## config.mk

```make
export PLATFORM = sky130hd
export DESIGN_NAME = npcs_ctrl
export DESIGN_NICKNAME = d
export VERILOG_FILES = /design/src/rtl/npcs_pkg.sv /design/src/rtl/npcs_ctrl.sv
export SDC_FILE = /design/constraint.sdc
export NUM_CORES = 1
export LEC_CHECK = 0
export BUFFER_PORTS_ARGS = -buffer_cell sky130_fd_sc_hd__buf_2
export CORE_UTILIZATION = 48
export DETAILED_ROUTE_END_ITERATION = 6
export GPL_TIMING_DRIVEN = 0
export PLACE_DENSITY = 0.73
export SETUP_SLACK_MARGIN = 0.1
export SYNTH_ARGS = -nofsm -noshare
export SYNTH_HDL_FRONTEND = slang
export SYNTH_SLANG_ARGS = --single-unit
```

## constraint.sdc

```tcl
create_clock -name clk -period 1.99 [get_ports clk]
set_input_delay 0.2985 -clock clk [delete_from_list [all_inputs] [get_ports clk]]
set_output_delay 0.2985 -clock clk [all_outputs]
set_load 0.01 [all_outputs]
```

## src/rtl/npcs_pkg.sv

```systemverilog
// Shared types, codes and constants for the nearest palette color search core.
`default_nettype none

package npcs_pkg;

    localparam int DEFAULT_PALETTE_ENTRIES = 256;

    localparam logic REQ_LOAD  = 1'b0;
    localparam logic REQ_QUERY = 1'b1;

    localparam logic [7:0] ALPHA_OPAQUE = 8'hFF;
    localparam logic [7:0] ALPHA_CLEAR  = 8'h00;

    localparam int COLOR_W = 24;
    localparam int DIST_W  = 18;

    typedef enum logic [1:0] {
        ST_IDLE,
        ST_SCAN,
        ST_DRAIN
    } npcs_state_t;

    // Commands from the controller to the datapath.
    typedef struct packed {
        logic load_we;
        logic query_start;
        logic rd_en;
        logic rd_last;
    } npcs_cmd_t;

    // Status from the datapath back to the controller.
    typedef struct packed {
        logic scan_done;
    } npcs_status_t;

endpackage

`default_nettype wire

```

## src/rtl/npcs_ctrl.sv

```systemverilog
// Controller state machine: accepts words, sequences the palette scan, raises done.
`default_nettype none

module npcs_ctrl import npcs_pkg::*; #(
    parameter int PALETTE_ENTRIES = DEFAULT_PALETTE_ENTRIES
) (
    input  wire logic                               clk,
    input  wire logic                               rst_n,
    input  wire logic                               start,
    input  wire logic                               req_type,
    input  wire npcs_status_t                       status,
    output npcs_cmd_t                               cmd,
    output logic      [$clog2(PALETTE_ENTRIES)-1:0] rd_addr,
    output logic                                    busy,
    output logic                                    done
);

    localparam int IDX_W = $clog2(PALETTE_ENTRIES);
    localparam logic [IDX_W-1:0] LAST_IDX = IDX_W'(PALETTE_ENTRIES - 1);

    npcs_state_t      state_reg, state_next;
    logic [IDX_W-1:0] cnt_reg, cnt_next;
    logic             done_reg, done_next;

    always_ff @(posedge clk or negedge rst_n)
    begin
        if (!rst_n)
        begin
            state_reg <= ST_IDLE;
            cnt_reg   <= '0;
            done_reg  <= 1'b0;
        end
        else
        begin
            state_reg <= state_next;
            cnt_reg   <= cnt_next;
            done_reg  <= done_next;
        end
    end

    always_comb
    begin
        state_next = state_reg;
        cnt_next   = cnt_reg;
        done_next  = 1'b0;
        cmd        = '0;
        case (state_reg)
            ST_IDLE:
            begin
                if (start)
                begin
                    if (req_type == REQ_LOAD)
                    begin
                        cmd.load_we = 1'b1;
                        done_next   = 1'b1;
                    end
                    else
                    begin
                        cmd.query_start = 1'b1;
                        cnt_next        = '0;
                        state_next      = ST_SCAN;
                    end
                end
            end
            ST_SCAN:
            begin
                cmd.rd_en = 1'b1;
                if (cnt_reg == LAST_IDX)
                begin
                    cmd.rd_last = 1'b1;
                    state_next  = ST_DRAIN;
                end
                else
                begin
                    cnt_next = cnt_reg + 1'b1;
                end
            end
            ST_DRAIN:
            begin
                // The last entry still travels through the compare pipeline.
                if (status.scan_done)
                begin
                    done_next  = 1'b1;
                    state_next = ST_IDLE;
                end
            end
            default:
            begin
                state_next = ST_IDLE;
            end
        endcase
    end

    assign rd_addr = cnt_reg;
    assign busy    = (state_reg != ST_IDLE);
    assign done    = done_reg;

endmodule

`default_nettype wire

```

# Word level (Yosys, flattened, before mapping)
# Cells that the tools add are included.
# word_totals
ff_bits,11
latch_bits,0
mem_bits_rw,0
mem_bits_ro,0
out_inout_bits,14
word_cells,35
n_memories,0
# classes
add_sub_neg,1
multipliers,0
n_div,0
n_lt_le_gt_ge,0
eq_ne,8
shift,0
n_mux,18
bitwise_logic,0
n_reduce_logical,5
# op_table
operator,count
$mux 8,3
$pmux 8 s2,1
$mux 2,7
$ne 2x2->1 const B,5
$add 8x1->8 const B,1
$eq 8x8->1 const B,1
$reduce_and 4->1,2
$pmux 2 s3,1
$mux 1,5
$reduce_bool 2->1,2
$eq 2x1->1 const B,1
$eq 2x2->1 const B,1
$logic_not 2->1,1
$pmux 1 s2,1

# Depth between registers and ports, before layout
# depth
word_depth,3
depth_mapped,7

# Worst setup path before layout
# No wires, ideal clock.
# synth_path
path_kind,register to register
startpoint,register cnt_reg[2] (netlist: rd_addr[2])
endpoint,register cnt_reg[4] (netlist: rd_addr[4])
setup_ps,121
t_arrival_ps,1606
required_ps,1869
path_slack_ps,263
stages_incl_launch_ff,8
path_buffers,3
path_cell_list,dfrtp_1 -> and3_1 -> buf_6 -> and4_4 -> buf_6 -> or2_1 -> buf_6 -> a22o_2
# synth_via
elab_chain_len,3
# synth_rtl
item,line_no,text
"start, declared",npcs_ctrl.sv:22,"logic [IDX_W-1:0] cnt_reg, cnt_next;"
"start signal, assigned",npcs_ctrl.sv:36,cnt_reg <= cnt_next;
$add 8x1->8 or $eq 8x8->1 (tied branches),"npcs_ctrl.sv:75, npcs_ctrl.sv:68",
$mux 8 or $ne 2x2->1 (tied branches),-,
$pmux 8 s2 or $reduce_and 4->1 (tied branches),-,
# Parallel ways exist; a longest one is shown, timed or not. The select of a mux whose other input is x is not followed.
# A chain may end at the register's enable or synchronous reset.

# Worst setup path in the final report
# Same ends and word-level chain as after synthesis.

==> tab_implementation.tex <==
\begin{tabular}{lr}
\hline
Metric & Value \\
\hline
\multicolumn{2}{l}{\textbf{Layout}} \\
\quad Share of layout cells above drive strength 1 & 0.4066 \\
\quad Diodes inserted & 0 \\
\quad Final-stage net count & 98 \\
\quad Flip-flop count of the largest register after layout & 8 \\
\quad Area overhead of the layout relative to synthesis & 27.06\% \\
\multicolumn{2}{l}{\textbf{GRT}} \\
\quad Global-route wire length before repair & 2152 µm \\
\quad Overall global routing resource usage & 0.2182 \\
\quad Initial antenna violation count & 0 \\
\quad Grt ovf & 0 \\
\quad Via count of the first global-routing pass & 494 \\
\quad Maximum number of pins on one net before global-route repair & 12 \\
\multicolumn{2}{l}{\textbf{Outcome}} \\
\quad Status & completed \\
\multicolumn{2}{l}{\textbf{Place}} \\
\quad DPL Wire Length & 942.1 µm \\
\quad Routability-driven placement congestion ratio & 0.7376 \\
\quad Number of port buffers & 18 \\
\multicolumn{2}{l}{\textbf{Power and ir drop}} \\
\quad Net switching power & $\sim$330 µW \\
\quad Maximum resistive drop on vdd & 628.2 µV \\
\quad Combinational power share & 0.345 \\
\quad Overall power & between 800 and 900 µW \\
\quad Leakage power total & 0.0003913 µW \\
\quad Power Internal & roughly 530 µW \\
\quad PwrDens & 1054 nW/µm² \\
\quad Clock power share & 0.179 \\
\quad Switching fraction of total power & 0.3828 \\
\quad Sequential group share of total power & 0.476 \\
\multicolumn{2}{l}{\textbf{Flow run}} \\
\quad Max-capacitance violation count & 0 \\
\multicolumn{2}{l}{\textbf{STA}} \\
\quad Setup repair after global routing missed its margin & false \\
\quad Summed negative setup slack over all endpoints & 0 ns \\
\quad Max\_slew headroom & 0.7707 \\
\quad Period Utilization, post-route & 0.8908 \\
\quad Setup violation total in the final timing report & 0 \\
\quad Slew Viols, Final & 0 \\
\quad Max Fclk & 0.5641 GHz \\
\quad Slew @ Worst Pin & 0.3439 ns \\
\quad Clock skew after layout & roughly 0.0073 ns \\
\quad Period minus WS final & 1.773 ns \\
\quad Number of endpoints with negative hold slack in the final report & 0 \\
\multicolumn{2}{l}{\textbf{Detailed routing}} \\
\quad Routed length per instance & about 13 µm \\
\quad DRC marker count from the first detailed-route iteration & 12 \\
\quad Iteration count of the initial detailed-routing pass & 4 \\
\quad Total number of vias & roughly 600 \\
\quad Via count normalized by instance count & between 5 and 6 \\
\quad Total Wirelength & approximately 1400 µm \\
\quad Post-route DRC violation count & 0 \\
\quad ANT nets after route & 0 \\
\multicolumn{2}{l}{\textbf{CTS}} \\
\quad H-Tree Depth & 1 \\
\quad CTS sink cnt & 11 \\
\quad Library cell used as clock root buffer & clkbuf\_4 \\
\quad TritonCTS clock tree & yes \\
\quad Inserted Clock Buffers & 3 \\
\quad Buffers from clock root to sink, at most & 2 \\
\quad Register clock-pin slew on the reported worst setup and hold paths & about 0.060 ns \\
\quad Clock latency on the worst-skew pair & 0.27 ns \\
\multicolumn{2}{l}{\textbf{Die}} \\
\quad Initial standard-cell utilization of the core & 0.5449 \\
\quad Height of the die & around 38 µm \\
\quad I/O pin count & 19 \\
\quad Die outline area & 1479 µm² \\
\quad Core Box Area & 1171 µm² \\
\quad Standard-cell rows & 12 \\
\quad Die width & between 30 and 40 µm \\
\multicolumn{2}{l}{\textbf{Worst setup path}} \\
\quad Kind of end point of the critical path & flop \\
\quad Setup slack on the worst flop-to-flop path & 0.22 ns \\
\quad Arrival time at the worst endpoint & 1.93 ns \\
\quad Critical Path Fanout Max & 8 \\
\quad Kind of launch point of the worst setup path & flop \\
\quad Critical path class & flop to flop \\
\quad Critical path required time & roughly 2.2 ns \\
\multicolumn{2}{l}{\textbf{Logic synthesis}} \\
\quad Total standard cell area after synthesis & 638.1 µm² \\
\quad Synthesis Warnings & 0 \\
\quad Number of library cell types mapped by synthesis & 28 \\
\quad Synthesized area per cell & 9.524 µm² \\
\quad Count of mapped cells out of synthesis & 67 \\
\quad Number of synthesized register bits & 11 \\
\quad Post-synthesis net count & 73 \\
\quad Share of synthesized area occupied by flip-flops and latches & 0.4314 \\
\multicolumn{2}{l}{\textbf{Min path}} \\
\quad Hold/Removal Path Class & primary input to flop \\
\hline
\end{tabular}
what timing repair did:
| action | CTS | global route |
|---|---|---|
| pin swaps | 0 | 2 |
| endpoints found under the setup margin | 2 | 1 |
| hold buffers | 1 | 0 |
| setup buffers | 0 | 1 |
| resized for setup | 2 | 8 |
| hold endpoints to repair | 11 | 0 |
synth_stat cells, drive strengths merged:
| cell | number | share of area |
|---|---|---|
| a21o | 1 | 0.014 |
| a21oi | 2 | 0.016 |
| a22o | 1 | 0.016 |
| a31oi | 3 | 0.029 |
| and3 | 3 | 0.031 |
| and4 | 2 | 0.031 |
| buf | 4 | 0.065 |
| clkbuf | 2 | 0.012 |
| dfrtp | 11 | 0.43 |
| ha | 1 | 0.020 |
| inv | 4 | 0.024 |
| nand2 | 5 | 0.029 |
| nand2b | 2 | 0.020 |
| nand3 | 1 | 0.0078 |
| nand4 | 2 | 0.020 |
| nand4b | 1 | 0.014 |
| nor2 | 4 | 0.024 |
| nor4 | 1 | 0.0098 |
| o21ai | 5 | 0.039 |
| o22ai | 2 | 0.020 |
| o31ai | 6 | 0.071 |
| o41ai | 1 | 0.025 |
| or2 | 2 | 0.020 |
| xnor2 | 1 | 0.014 |
cell usage in the layout, fill, tap and decap left out:
master	n
inv_4	1
nand2b_4	1
inv_1	3
and4_1	1
clkbuf_1	2
buf_6	4
a31oi_1	3
dfrtp_1	10
a21o_2	1
and3_1	2
a22o_2	1
o41ai_2	1
buf_4	2
clkbuf_4	3
o31ai_1	6
ha_2	1
buf_2	18
and3_2	1
nand3_1	1
nand2_1	5
nand4_1	2
xnor2_1	1
nor4_1	1
dfrtp_2	1
nand2b_1	1
or2_1	1
nand4b_1	1
dlygate4sd3_1	1
a21oi_1	2
nor2_1	4
o22ai_1	2
o21ai_0	5
or2_2	1
and4_4	1
worst max-delay path, cell delays in order (launching register included):
cell	delay, ns
dfrtp_1	0.44
and3_1	0.20
buf_6	0.13
and4_4	0.17
buf_6	0.13
or2_1	0.21
buf_6	0.13
a22o_2	0.25
stage by stage:
step	std cells	setup slack [ns]	hold slack, ns	util	instance area, µm²
floorplan	67	0.2625	0.002909	-	638.1
global placement	99	0.2222	0.1834	0.6368	745.7
detailed placement	99	0.1964	0.1807	0.6368	745.7
CTS	104	0.1353	0.2378	0.6688	783.3
global route	105	0.1014	0.2419	0.6923	810.8
finish	105	0.2173	0.2452	0.6923	810.8
routing by layer:
metal,share of wire,track usage
met1,0.48,0.2959
met2,0.44,0.3220
met3,0.056,0.03488
met4,0.023,0.1379
met5,0,0
cells by family after synthesis:
kind of cell | share of synthesized area
fa+ha+maj | 0.01960
flops | 0.4314
buf+inv | 0.1000
simple gates | 0.2059
compound gates | 0.2294
xor+xnor | 0.01373
final timing paths:
kind	startpoint	to	depth (start not counted)
min reg2reg	rd_addr[6]	rd_addr[6]	1
max reg2reg	rd_addr[2]	rd_addr[4]	7
max in group asynchronous	rst_n	rd_addr[0]	2
min in group asynchronous	rst_n	rd_addr[3]	2
min	status	state_reg[1]	2
max	rd_addr[2]	rd_addr[4]	7
final cells by class:
class                           instances  area, µm²
Fill cell                             109      360.3
Multi-Input combinational cell         46      309.0
Sequential cell                        11      276.5
Timing Repair Buffer                   20      107.6
Buffer                                  6      56.30
Clock buffer                            4      26.28
Inverter                                4      17.52
Tap cell                               14      17.52
power by group through the flow:
stage / combinational [µW] / sequential [µW] / clock (µW)
finish: 295 / 407 / 153
global route: 324 / 420 / 167
CTS: 295 / 401 / 157
detailed placement: 292 / 406 / 0
global placement: 288 / 403 / 0
floorplan: 157 / 421 / 0
Note: power is estimated with default switching activity, not from simulation.
